==> config.mk <==
export PLATFORM = sky130hd
export DESIGN_NAME = rpdd_front
export DESIGN_NICKNAME = d
export VERILOG_FILES = /design/src/sv/rpdd_pkg.sv /design/src/sv/rpdd_front.sv
export SDC_FILE = /design/constraint.sdc
export NUM_CORES = 1
export LEC_CHECK = 0
export CAP_MARGIN = 0
export CORE_MARGIN = 4
export CORE_UTILIZATION = 30
export DETAILED_ROUTE_END_ITERATION = 7
export DONT_BUFFER_PORTS = 1
export PLACE_DENSITY_LB_ADDON = 0.15
export SYNTH_ARGS = -nofsm -noshare
export SYNTH_HDL_FRONTEND = slang
export SYNTH_SLANG_ARGS = --single-unit
==> constraint.sdc <==
create_clock -name clk -period 18.6 [get_ports clk]
set_input_delay 0.93 -clock clk [delete_from_list [all_inputs] [get_ports clk]]
set_output_delay 0.93 -clock clk [all_outputs]
set_load 0.02 [all_outputs]
==> src/sv/rpdd_pkg.sv <==
// Shared types, constants and hash function for the read pair duplicate detector.
package rpdd_pkg;
  localparam int unsigned SetSlots = 16384;
  localparam int unsigned FieldW = 31;
  localparam int unsigned SigW = 128;
  localparam int unsigned QueueDepth = 2;

  typedef struct packed {
    logic [63:0] hi;
    logic [63:0] lo;
  } sig_t;

  function automatic logic [63:0] make_part(input logic rev, input logic [30:0] tid,
                                            input logic [30:0] coord);
    make_part = {1'b0, coord, tid, rev};
  endfunction

  function automatic logic [31:0] sig_hash(input sig_t s);
    logic [31:0] a;
    a = {s.hi[0], s.lo[63:33]};
    sig_hash = a ^ s.lo[31:0] ^ {s.lo[20:0], 11'b0};
  endfunction
endpackage

==> src/sv/rpdd_front.sv <==
// Front end: accepts read pairs, builds the ordered signature and home slot, queues them.
module rpdd_front #(
  parameter int unsigned SET_SLOTS = rpdd_pkg::SetSlots,
  localparam int unsigned IdxW = $clog2(SET_SLOTS)
) (
  input  logic             clk,
  input  logic             rst,
  input  logic             start,
  output logic             busy,
  input  logic             first_reverse,
  input  logic [30:0]      first_tid,
  input  logic [30:0]      first_start,
  input  logic [30:0]      first_end,
  input  logic             second_reverse,
  input  logic [30:0]      second_tid,
  input  logic [30:0]      second_start,
  input  logic [30:0]      second_end,
  output logic             q_valid,
  output rpdd_pkg::sig_t   q_sig,
  output logic [IdxW-1:0]  q_home,
  input  logic             q_pop
);
  localparam int unsigned QD = rpdd_pkg::QueueDepth;
  localparam int unsigned PtrW = $clog2(QD);

  rpdd_pkg::sig_t  qsig [QD];
  logic [IdxW-1:0] qhome [QD];
  logic [PtrW-1:0] wptr, rptr;
  logic [PtrW:0]   count;

  logic [30:0]     fpos, spos;
  logic            first_low;
  rpdd_pkg::sig_t  sig;
  logic [31:0]     h;
  logic            push;

  always_comb begin
    fpos = first_reverse ? first_end : first_start;
    spos = second_reverse ? second_end : second_start;
    first_low = (first_tid == second_tid) ? (fpos < spos) : (first_tid < second_tid);
    if (first_low) begin
      sig.lo = rpdd_pkg::make_part(first_reverse, first_tid, fpos);
      sig.hi = rpdd_pkg::make_part(second_reverse, second_tid, spos);
    end else begin
      sig.lo = rpdd_pkg::make_part(second_reverse, second_tid, spos);
      sig.hi = rpdd_pkg::make_part(first_reverse, first_tid, fpos);
    end
    h = rpdd_pkg::sig_hash(sig);
  end

  assign busy    = (count == (PtrW+1)'(QD));
  assign push    = start && !busy;
  assign q_valid = (count != '0);
  assign q_sig   = qsig[rptr];
  assign q_home  = qhome[rptr];

  always_ff @(posedge clk) begin
    if (push) begin
      qsig[wptr]  <= sig;
      qhome[wptr] <= IdxW'(h % 32'(SET_SLOTS));
    end
    if (rst) begin
      wptr  <= '0;
      rptr  <= '0;
      count <= '0;
    end else begin
      if (push) wptr <= (wptr == PtrW'(QD-1)) ? '0 : wptr + 1'b1;
      if (q_pop) rptr <= (rptr == PtrW'(QD-1)) ? '0 : rptr + 1'b1;
      count <= count + (PtrW+1)'(push) - (PtrW+1)'(q_pop);
    end
  end
endmodule

==> Word level (Yosys, flattened, before mapping) <==
Memories as Yosys holds them, arrays and structs flattened. A register that Yosys moved wholly into a read port is not among the register bits.
Index checks and enable logic that the tools add are counted.
Widths: inputs -> output; s select.
{ "totals": {"reg_bits": 4, "mem_bits_rw": 282, "output_inout_bits": 144, "word_cells": 30, "mem_count": 2} }
{ "mem_list": {"columns": ["name", "words", "width", "rd", "rd_clocked_by_memory_dff", "wr", "line", "rtl"], "rows": [
  ["qsig", 2, 127, 1, 1, 1, "rpdd_front.sv:26", "rpdd_pkg::sig_t qsig [QD];"],
  ["qhome", 2, 14, 1, 1, 1, "rpdd_front.sv:27", "logic [IdxW-1:0] qhome [QD];"]
]} }
{ "op_classes": {"add_sub_neg": 4, "magnitude_cmp": 2, "n_eq_ne": 2, "n_mux": 12, "bitwise_logic": 2, "reduce_logical": 3} }
{ "op_table": {"columns": ["cell", "n"], "rows": [
  ["$mux 127", 1],
  ["$lt 31x31->1", 2],
  ["$mux 31", 2],
  ["$eq 31x31->1", 1],
  ["$xor 14x14->14", 2],
  ["$mux 1", 9],
  ["$add 1x1->1 const B", 2],
  ["$add 2x1->2", 1],
  ["$eq 2x2->1 const B", 1],
  ["$reduce_bool 2->1", 1],
  ["$sub 2x1->2", 1],
  ["$logic_and 1x1->1", 1],
  ["$logic_not 1->1", 1]
]} }

==> Longest topological paths before layout <==
Gate-level depths: netlist of run 1.
{ "depth": {"word_depth": 6, "mapped_depth": 14, "ltp_nobuf": 9} }

==> Worst setup path before layout of run 1 <==
Ideal clock, no wire load.
{ "synth_path": {"path_kind": "input to register", "from": "input start", "to": "memory qhome[0][0] in the netlist's numbering, enable pin", "setup_ps": 641, "arrival_time_ps": 6835, "required_time_ps": 17959, "slack_ps": 11124, "cell_stages": 2, "n_path_buf": 0, "cell_sequence": "nand2_1 > nor2_1"} }
{ "synth_via": {"elab_chain_len": 3} }
{ "synth_lines": {"columns": ["element", "line", "rtl"], "rows": [
  ["from (decl)", "rpdd_front.sv:8", "input logic start,"],
  ["$logic_and 1x1->1", "rpdd_front.sv:52", "assign push = start && !busy;"],
  ["$mux 1", "rpdd_front.sv:58", "if (push) begin"],
  ["$mux 1 (not written as such)", "rpdd_front.sv:60", "qhome[wptr] <= IdxW'(h % 32'(SET_SLOTS));"],
  ["to (decl)", "rpdd_front.sv:27", null]
]} }
Every way passes these cells.

==> summary.md, run 1 <==
| Metric | Value |
|---|---|
| Die area | `51,800 um2` |
| Post-synth ARST share | `0` |
| Slew HR | `0.229` |
| Required @ worst endpoint | `18.88 ns` |
| Syn Inst Count | `935` |
| Placer Congestion | `0.737` |
| Register area | `8510 um2` |
| Ys Warns | `0` |
| Die width | `228 um` |
| Clock Power Share | `0.363` |
| Logic pwr share | `0.209` |
| Post-CTS Resized | `0` |
| Skew-Pair Late Insertion Delay | `0.54 ns` |
| Design area | `16,400 um2` |
| Input/output buffers | `0` |
| VDD IR max | `0.0606 mV` |
| WHS Path Cells | `1` |
| DRT antenna net count | `0` |
| Fmax | `208 MHz` |
| Critical R2R Capture | `qsig[0][90]` |
| Clk_skew | `0.0112 ns` |
| Starting DRC count in detailed routing | `329` |
| Largest net degree at the start of global routing | `66` |
| RSZ-0062 raised after global routing | `no` |
| Critical Path Sink Type | `register` |
| Layout cells sized above 1 | `0.278` |
| Number of top-level pins | `336` |
| Initial antenna violation count | `2` |
| Mapped Avg Cell Area | `15.5 um2` |
| CP Launch Type | `input pin` |
| Most frequent cells in the layout | `280 x edfxtp_1, 180 x mux2_2, 138 x mux2i_1, 65 x inv_1, 63 x ha_1` |
| Synth Cell Area | `14,500 um2` |
| Via count | `7,676` |
| CTS tree | `done` |
| Die H | `228 um` |
| Reg power frac | `0.428` |
| Post-CTS Setup Inserts | `0` |
| H-tree levels | `2` |
| Yosys reg bits | `285` |
| Clock root buffer | `clkbuf_16` |
| Max Root-Sink Buffers | `3` |
| Slew Limit Fails | `0` |
| Drt total wl | `38,400 um` |
| Vias in the first global route | `8,202` |
| Layout area overhead | `13.1%` |
| Ant diodes | `0` |
| Final hold violations | `0` |
| Crit path time final | `4.80 ns` |
| Cell Pwr Density | `125 nW/um2` |
| Core Footprint | `47,600 um2` |
| Final period util | `0.258` |
| Congestion Overflow GR | `0` |
| Synth cell types | `46` |
| Pwr Total | `0.00204 W` |
| Routed vias/inst | `4.84` |
| Setup violations, final | `0` |
| Residual DRC | `0` |
| # hold bufs at CTS | `0` |
| Clock tree sinks | `285` |
| All-Layer GR Usage | `0.145` |
| Area of the multi-input gates | `5500 um2` |
| Kind of critical path | `in2reg` |
| FF-to-FF setup slack | `15.92 ns` |
| Pre-antenna DRT Iters | `4` |
| # nets final | `1,198` |
| CP arrival | `5.08 ns` |
| Row Count | `80` |
| Hold crit path type | `in2reg` |
| Worst-margin pin slew | `1.16 ns` |
| R2R cell count | `4` |
| DR WL/cell | `24.2 um` |
| CTS Buf Count | `37` |
| Number of synthesized flops with an enable pin | `280` |
| Net Sw Power | `0.000590 W` |
| Switching share of power | `0.289` |
| Worst-path clk slew | `0.05 ns` |
| R2R Path Start | `count[0]` |
| Filler cells | `4,655` |
| Main flop type after synthesis | `edfxtp_1` |
| P_leak | `6.23 nW` |
| Worst Min Path Start | `rst` |
| CP max FO | `65` |
| Hpwl dp | `27,000 um` |
| Initial core utilization | `0.303` |
| First-pass GRT wire length | `55,000 um` |
| Post-DP Area | `15,100 um2` |
| Setup TNS | `0 ns` |
| P_int | `0.00145 W` |
| Status | `finished, final reports clean` |
| Max Cap Violations | `0` |
| Commonest non-fill, non-tap cell in the layout | `edfxtp_1` |
| Post-synthesis sequential area ratio | `0.588` |
sequential cells by signal, summed over array words and instances (netlist names), named ones only:
name	flops
wptr	1
rptr	1
qsig	252
qhome	28
count	2
how the worst max path moves through the flow:
stage | startpoint | end | slack [ns]
2_1_floorplan | start | qhome[0][0] | 11.12
3_3_place_gp | second_tid[13] | qsig[0][0] | 12.88
3_5_place_dp | second_tid[14] | qsig[0][0] | 12.82
4_1_cts | second_tid[14] | qsig[1][0] | 13.39
5_1_grt | second_tid[14] | qsig[1][0] | 13.31
6_report | second_tid[14] | qsig[1][0] | 13.80
metal layers:
metal	vias up	global-route usage	wire length (um)
met5	-	0	13
met4	2	0.0408	784
met3	56	0.0493	2970
met2	226	0.238	18400
met1	3812	0.182	16300
li1	3580	-	-
through the flow:
stage	hold slack, ns	std cells	util	setup WS [ns]
3_5_place_dp	0.498	1519	0.317	12.82
3_3_place_gp	0.491	1519	0.317	12.88
6_report	0.450	1586	0.343	13.80
4_1_cts	0.404	1586	0.343	13.39
2_1_floorplan	0.480	936	-	11.12
5_1_grt	0.416	1586	0.343	13.31
synth_stat cells, drive strengths merged (2+ instances only):
cell	count	share of area
and4	3	0.0018
nand2b	2	0.00087
nand4	10	0.0043
inv	65	0.017
and3	2	0.00087
clkbuf	12	0.0031
nor2b	2	0.00087
edfxtp	280	0.58
nand3	4	0.0014
a211oi	3	0.0016
nor2	9	0.0023
a21o	6	0.0031
o311ai	2	0.0012
a21oi	20	0.0069
buf	29	0.013
xnor2	24	0.015
o21ai	11	0.0038
mux2i	138	0.096
dfxtp	5	0.0069
xor2	12	0.0073
nand2	11	0.0029
ha	63	0.055
mux2	205	0.16
cell type report:
class                           instances  share of cell area
Clock inverter                         19              0.0140
Multi-Input combinational cell        545               0.336
Clock buffer                           48              0.0636
Sequential cell                       285               0.520
Tap cell                              615              0.0470
Inverter                               65              0.0149
Timing Repair Buffer                    9             0.00413
logic make-up after synthesis:
kind of cell | after synthesis | synth area share
buffers and inverters | 106 | 0.0330
other | 1 | 0.000259
AO/OA/AOI/OAI | 52 | 0.0231
XOR/XNOR | 36 | 0.0218
AND/OR/NAND/NOR | 49 | 0.0186
adder cells (fa/ha/maj) | 63 | 0.0545
multiplexers | 343 | 0.260
flip-flops | 285 | 0.588
power by group through the flow:
| stage | registers, W | clock network [W] | logic [W] |
|---|---|---|---|
| 6_report | 0.000874 | 0.000740 | 0.000426 |
| 5_1_grt | 0.000884 | 0.000792 | 0.000466 |
| 4_1_cts | 0.000875 | 0.000766 | 0.000442 |
| 3_5_place_dp | 0.000888 | 0 | 0.000440 |
| 3_3_place_gp | 0.000884 | 0 | 0.000441 |
| 2_1_floorplan | 0.000898 | 0 | 0.000339 |
critical path: stages:
cell,delay (ns)
inv_1,0.02
ha_1,0.29
nand4_1,0.23
nor4_1,0.65
nor3b_1,0.49
o311ai_1,0.28
o22ai_4,0.19
buf_4,0.83
buf_4,0.73
mux2_2,0.42
No activity file was read; power rests on OpenSTA's default activity.
==> run 2, diff against run 1 <==
Clock period 18.6 ns to 4.1 ns, I/O delays scaled along.
==> run 2 against run 1 <==
Sequential share of layout area fell by 2.9 points. Non-clock buffer count is 111 higher. Flip-flop and latch count unchanged. Design area is 6.0% higher. Hold slack worse by 0.40 ns. Register-to-register slack worse by 14 ns. Largest cell class unchanged.
==> summary.md, run 2 (synthesis results as in run 1) <==
| Metric | Value |
|---|---|
| Kind of critical path | `in2reg (unchanged)` |
| Final period util | `0.877` |
| Status | `finished, final reports clean (unchanged)` |
| Post-CTS Setup Inserts | `0 (unchanged)` |
| Routed vias/inst | `4.80 (was 4.84)` |
| Clock root buffer | `clkbuf_16 (unchanged)` |
| Filler cells | `4,637 (was 4,655)` |
| VDD IR max | `0.246 mV (was 0.0606 mV)` |
| CP Launch Type | `input pin (unchanged)` |
| DRT antenna net count | `0 (unchanged)` |
| Post-CTS Resized | `0 (unchanged)` |
| Setup violations, final | `0 (unchanged)` |
| Hpwl dp | `26,600 um (was 27,000 um)` |
| Residual DRC | `0 (unchanged)` |
| Core Footprint | `47,600 um2 (unchanged)` |
| Worst Hold End | `qhome[1][1]` |
| Crit path time final | `3.60 ns` |
| Setup TNS | `0 ns (unchanged)` |
| Register area | `8510 um2 (unchanged)` |
| Max reg flops | `252 (unchanged)` |
| Input/output buffers | `0 (unchanged)` |
| Placer Congestion | `0.712 (was 0.737)` |
| RSZ-0062 raised after global routing | `no (unchanged)` |
| Max Cap Violations | `0 (unchanged)` |
| Congestion Overflow GR | `0 (unchanged)` |
| Post-Route M1 WL | `17,300 um (was 16,300 um)` |
| R2R cell count | `3 (was 4)` |
| FF-to-FF setup slack | `2.08 ns (was 15.92 ns)` |
| Met3 wire len | `2840 um (was 2970 um)` |
| Ant diodes | `0 (unchanged)` |
| Area of the multi-input gates | `5500 um2 (unchanged)` |
| Most frequent cells in the layout | `280 x edfxtp_1, 180 x mux2_2, 138 x mux2i_1, 102 x dlygate4sd3_1, 65 x inv_1 (was 280 x edfxtp_1, 180 x mux2_2, 138 x mux2i_1, 65 x inv_1, 63 x ha_1)` |
| CP max FO | `58 (was 65)` |
| Die width | `228 um (unchanged)` |
| Slew HR | `0.398 (was 0.229)` |
| Cell Pwr Density | `518 nW/um2 (was 125 nW/um2)` |
| # nets final | `1,308 (was 1,198)` |
| Die H | `228 um (unchanged)` |
| Initial core utilization | `0.303 (unchanged)` |
| Layout area overhead | `19.9% (was 13.1%)` |
| Row Count | `80 (unchanged)` |
| DR WL/cell | `24.0 um (was 24.2 um)` |
| Commonest non-fill, non-tap cell in the layout | `edfxtp_1 (unchanged)` |
| Number of top-level pins | `336 (unchanged)` |
| Layout cells sized above 1 | `0.253 (was 0.278)` |
| Largest net degree at the start of global routing | `91 (was 66)` |
| Slew Limit Fails | `0 (unchanged)` |
| Fin util | `0.364 (was 0.343)` |
| Drt total wl | `40,600 um (was 38,400 um)` |
| # hold bufs at CTS | `102 (was 0)` |
| Skew-Pair Late Insertion Delay | `0.53 ns (was 0.54 ns)` |
| Hold crit path type | `in2reg (unchanged)` |
| Critical Path Sink Type | `register (unchanged)` |
| Required @ worst endpoint | `4.37 ns (was 18.88 ns)` |
| Starting DRC count in detailed routing | `329 (unchanged)` |
| Critical R2R Capture | `qsig[1][106] (was qsig[0][90])` |
| CP arrival | `3.87 ns (was 5.08 ns)` |
| Clock tree sinks | `285 (unchanged)` |
| Clk_skew | `0.00989 ns (was 0.0112 ns)` |
| Worst-margin pin slew | `0.877 ns (was 1.16 ns)` |
| First-pass GRT wire length | `57,500 um (was 55,000 um)` |
| All-Layer GR Usage | `0.152 (was 0.145)` |
| CTS Buf Count | `36 (was 37)` |
| Largest Register | `qsig (unchanged)` |
| Routed wl met2 | `19,600 um (was 18,400 um)` |
| WHS Path Cells | `2 (was 1)` |
| Worst Min Path Start | `second_tid[0] (was rst)` |
| Biggest registers after layout | `qsig: 252 flops, qhome: 28 flops, count: 2 flops (unchanged)` |
| R2R Path Start | `count[0] (unchanged)` |
| Top layer used by detailed routing | `met5 (unchanged)` |
| Fmax | `278 MHz` |
| H-tree levels | `2 (unchanged)` |
| P_leak | `6.64 nW (was 6.23 nW)` |
| Via count | `8,137 (was 7,676)` |
| Vias in the first global route | `8,574 (was 8,202)` |
| Initial antenna violation count | `1 (was 2)` |
| Worst-path clk slew | `0.06 ns (was 0.05 ns)` |
| CTS tree | `done (unchanged)` |
| Pre-antenna DRT Iters | `4 (unchanged)` |
| Die area | `51,800 um2 (unchanged)` |
| Final hold violations | `0 (unchanged)` |
| Max Root-Sink Buffers | `3 (unchanged)` |
run 2: cell type report:
| class | instances | area share |
|---|---|---|
| Tap cell | 615 | 0.0444 |
| Clock buffer | 45 | 0.0551 |
| Sequential cell | 285 | 0.491 |
| Multi-Input combinational cell | 545 | 0.317 |
| Timing Repair Buffer | 120 | 0.0717 |
| Clock inverter | 19 | 0.00678 |
| Inverter | 65 | 0.0141 |
run 2: critical path: stages:
cell and delay [ns]:
mux2i_1 0.41, inv_1 0.09, ha_1 0.29, nand4_1 0.16, nor4b_1 0.68, nand4_1 0.26
a41oi_2 0.29, o22ai_4 0.15, buf_12 0.28, mux2_1 0.37, dlygate4sd3_1 0.58
run 2: worst max path at each step:
stage | startpoint | end | slack (ns) | cells after the start
finish | first_reverse | qsig[0][81] | 0.50 | 11
floorplan | first_reverse | qsig[0][81] | 0.54 | 14
detailed placement | first_reverse | qsig[0][81] | 0.53 | 10
CTS | first_reverse | qsig[0][81] | 0.54 | 11
global placement | first_reverse | qsig[0][81] | 0.47 | 10
global route | first_reverse | qsig[1][81] | 0.34 | 11
run 2: report_power, final:
| group | switching [W] | total, W | internal (W) |
|---|---|---|---|
| clock | 0.00121 | 0.00292 | 0.00171 |
| combinational | 0.00136 | 0.00210 | 0.000734 |
| sequential | 0.000113 | 0.00397 | 0.00385 |
run 2: routing by layer:
| metal | GRT usage | up-vias |
|---|---|---|
| met5 | 0 | - |
| met4 | 0.0404 | 2 |
| met3 | 0.0472 | 48 |
| met2 | 0.251 | 237 |
| met1 | 0.193 | 4048 |
| li1 | - | 3802 |
run 2: stage by stage:
step | setup slack (ns) | power [W] | hold WS (ns) | cell area (um2) | instances
after floorplan | 0.539 | 0.00555 | 0.277 | 14500 | 936
after global placement | 0.472 | 0.00605 | 0.271 | 15200 | 1528
after detailed placement | 0.529 | 0.00607 | 0.277 | 15200 | 1528
after CTS | 0.544 | 0.00917 | 0.00486 | 17300 | 1694
after global routing | 0.339 | 0.00943 | 0.0361 | 17300 | 1694
final | 0.505 | 0.00899 | 0.0474 | 17300 | 1694
==> run 3, diff against run 2 <==
==> constraint.sdc (replaced) <==
create_clock -name clk -period 4.1 [get_ports clk]
set_input_delay 0.82 -clock clk [delete_from_list [all_inputs] [get_ports clk]]
set_output_delay 0.82 -clock clk [all_outputs]
set_load 0.02 [all_outputs]
==> run 3 against run 2 <==
Critical endpoint is now qsig[1][33]. Core utilization down 1.6 points. Combinational power fell by 2%. Largest cell class unchanged. Final cell count is 4.6% lower. Non-clock buffer count is 77 lower. Clock power is 4% higher. Worst setup slack improved by 0.080 ns. Sequential share of layout area is 2.2 points higher.
==> summary.md, run 3 (synthesis results as in run 1) <==
| Metric | Value |
|---|---|
| Status | `finished, final reports clean (unchanged)` |
| Pre-antenna DRT Iters | `4 (unchanged)` |
| Largest Register | `qsig (unchanged)` |
| P_leak | `6.36 nW (was 6.64 nW)` |
| Biggest registers after layout | `qsig: 252 flops, qhome: 28 flops, count: 2 flops (unchanged)` |
| Crit path time final | `3.52 ns (was 3.60 ns)` |
| CP Launch Type | `input pin (unchanged)` |
| Number of top-level pins | `336 (unchanged)` |
| Logic pwr share | `0.227 (was 0.233)` |
| CP max FO | `37 (was 58)` |
| Kind of critical path | `in2reg (unchanged)` |
| Die H | `228 um (unchanged)` |
| Net Sw Power | `0.00265 W (was 0.00269 W)` |
| Via count | `7,737 (was 8,137)` |
| Worst-path clk slew | `0.06 ns (about the same)` |
| P_int | `0.00641 W (was 0.00630 W)` |
| All-Layer GR Usage | `0.146 (was 0.152)` |
| Post-CTS Resized | `0 (unchanged)` |
| Core Footprint | `47,600 um2 (unchanged)` |
| Clock tree sinks | `285 (unchanged)` |
| Commonest non-fill, non-tap cell in the layout | `edfxtp_1 (unchanged)` |
| Input/output buffers | `0 (unchanged)` |
| Initial core utilization | `0.303 (unchanged)` |
| Final hold violations | `0 (unchanged)` |
| CP peak stage delay | `0.70 ns (was 0.68 ns)` |
| Worst-margin pin slew | `0.842 ns (was 0.877 ns)` |
| Hold crit path type | `in2reg (unchanged)` |
| DR WL/cell | `24.2 um (was 24.0 um)` |
| Layout area overhead | `14.8% (was 19.9%)` |
| Placer Congestion | `0.764 (was 0.712)` |
| Clk_skew | `0.00978 ns (was 0.00989 ns)` |
| Fmax | `284 MHz (was 278 MHz)` |
| RSZ-0062 raised after global routing | `no (unchanged)` |
| DRT antenna net count | `0 (unchanged)` |
| Initial antenna violation count | `0 (was 1)` |
| Row Count | `80 (unchanged)` |
| Skew-Pair Late Insertion Delay | `0.52 ns (was 0.53 ns)` |
| Cell Pwr Density | `545 nW/um2 (was 518 nW/um2)` |
| Layout cells sized above 1 | `0.297 (was 0.253)` |
| Routed vias/inst | `4.79 (was 4.80)` |
| Die area | `51,800 um2 (unchanged)` |
| Residual DRC | `0 (unchanged)` |
| Clock Power Share | `0.337 (was 0.325)` |
| Final period util | `0.857 (was 0.877)` |
| VDD IR max | `0.208 mV (was 0.246 mV)` |
| Critical Path Sink Type | `register (unchanged)` |
| Setup TNS | `0 ns (unchanged)` |
| First-pass GRT wire length | `55,100 um (was 57,500 um)` |
| Largest net degree at the start of global routing | `78 (was 91)` |
| Most common cell on crit path | `mux2i_1 (was nand4_1)` |
| Pwr Total | `0.00906 W (was 0.00899 W)` |
| H-tree levels | `2 (unchanged)` |
| Max Root-Sink Buffers | `3 (unchanged)` |
| Setup violations, final | `0 (unchanged)` |
| CTS Buf Count | `35 (was 36)` |
| Die width | `228 um (unchanged)` |
| CP arrival | `3.75 ns (was 3.87 ns)` |
| Slew Limit Fails | `0 (unchanged)` |
| Switching share of power | `0.293 (was 0.299)` |
| Max reg flops | `252 (unchanged)` |
| Required @ worst endpoint | `4.33 ns (was 4.37 ns)` |
| Slew HR | `0.438 (was 0.398)` |
| Congestion Overflow GR | `0 (unchanged)` |
| # nets final | `1,230 (was 1,308)` |
| Vias in the first global route | `8,100 (was 8,574)` |
| Cells along the critical path | `mux2i_1, inv_1, ha_1, a21oi_1, o21ai_0, a211oi_1, o311ai_1, o22ai_4, buf_12, buf_4, mux2i_1 (was mux2i_1, inv_1, ha_1, nand4_1, nor4b_1, nand4_1, a41oi_2, o22ai_4, buf_12, mux2_1, dlygate4sd3_1)` |
| Post-CTS Setup Inserts | `0 (unchanged)` |
| Starting DRC count in detailed routing | `314 (was 329)` |
| Clock root buffer | `clkbuf_16 (unchanged)` |
| Reg power frac | `0.436 (was 0.441)` |
| Drt total wl | `39,100 um (was 40,600 um)` |
| CTS tree | `done (unchanged)` |
| Hpwl dp | `27,900 um (was 26,600 um)` |
| Ant diodes | `0 (unchanged)` |
| Slowest CP cell | `o311ai_1 (was nor4b_1)` |
| # hold bufs at CTS | `0 (was 102)` |
| Max Cap Violations | `0 (unchanged)` |
| Most frequent cells in the layout | `280 x edfxtp_1, 180 x mux2_2, 138 x mux2i_1, 65 x inv_1, 63 x ha_1 (was 280 x edfxtp_1, 180 x mux2_2, 138 x mux2i_1, 102 x dlygate4sd3_1, 65 x inv_1)` |
==> run 3: cell types whose count changed in the layout (fill, tap and decap cells not counted), sizes merged <==
| cell | previous run | this run |
|---|---|---|
| clkinvlp | 1 | 2 |
| dlygate4sd3 | 102 | 0 |
| buf | 18 | 43 |
| clkinv | 17 | 9 |
| clkbuf | 45 | 49 |
| bufinv | 1 | 3 |
==> run 3: critical path: cells and delay by family <==
family / cells / cell delay, ns
AOI/OAI and AO/OA: 5 / 1.49
buffers and inverters: 3 / 0.56
muxes: 2 / 0.51
adders and majority gates: 1 / 0.30
==> run 3: worst paths after layout <==
| kind | slack [ns] | depth (start not counted) | endpoint | from |
|---|---|---|---|---|
| hold / removal | 0.36 | 1 | count[0] | rst |
| hold reg to reg | 0.51 | 2 | rptr | rptr |
| setup / recovery | 0.58 | 11 | qsig[1][33] | first_reverse |
| setup reg to reg | 2.09 | 4 | qsig[0][64] | count[0] |
==> run 3: area by class of cell <==
class	count	area, um2
Fill cell	4599	31000
Sequential cell	285	8510
Multi-Input combinational cell	545	5500
Clock buffer	49	981
Tap cell	615	769
Timing Repair Buffer	43	448
Inverter	65	244
Clock inverter	14	149
==> run 3: power by group through the flow <==
| stage | Clock [W] | Combinational, W | Sequential [W] |
|---|---|---|---|
| 2_1_floorplan | 0 | 0.00154 | 0.00401 |
| 3_3_place_gp | 0 | 0.00212 | 0.00399 |
| 3_5_place_dp | 0 | 0.00212 | 0.00401 |
| 4_1_cts | 0.00318 | 0.00213 | 0.00395 |
| 5_1_grt | 0.00330 | 0.00223 | 0.00399 |
| 6_report | 0.00305 | 0.00206 | 0.00394 |
==> run 3: layer usage <==
layer | vias to the layer above | track usage | wire length [um]
met5 | - | 0 | 0
met4 | 0 | 0.0326 | 613
met3 | 42 | 0.0565 | 3100
met2 | 217 | 0.245 | 19000
met1 | 3849 | 0.178 | 16400
li1 | 3629 | - | -
==> run 3: per-stage QoR <==
| stage | instance area (um2) | hold WS (ns) | utilization | instances | setup WS [ns] |
|---|---|---|---|---|---|
| after floorplan | 14500 | 0.480 | - | 936 | 0.0584 |
| after global placement | 15500 | 0.497 | 0.325 | 1553 | 0.100 |
| after detailed placement | 15500 | 0.501 | 0.325 | 1553 | 0.0107 |
| after CTS | 16600 | 0.307 | 0.348 | 1616 | 0.545 |
| after global routing | 16600 | 0.319 | 0.348 | 1616 | 0.390 |
| final | 16600 | 0.356 | 0.348 | 1616 | 0.585 |
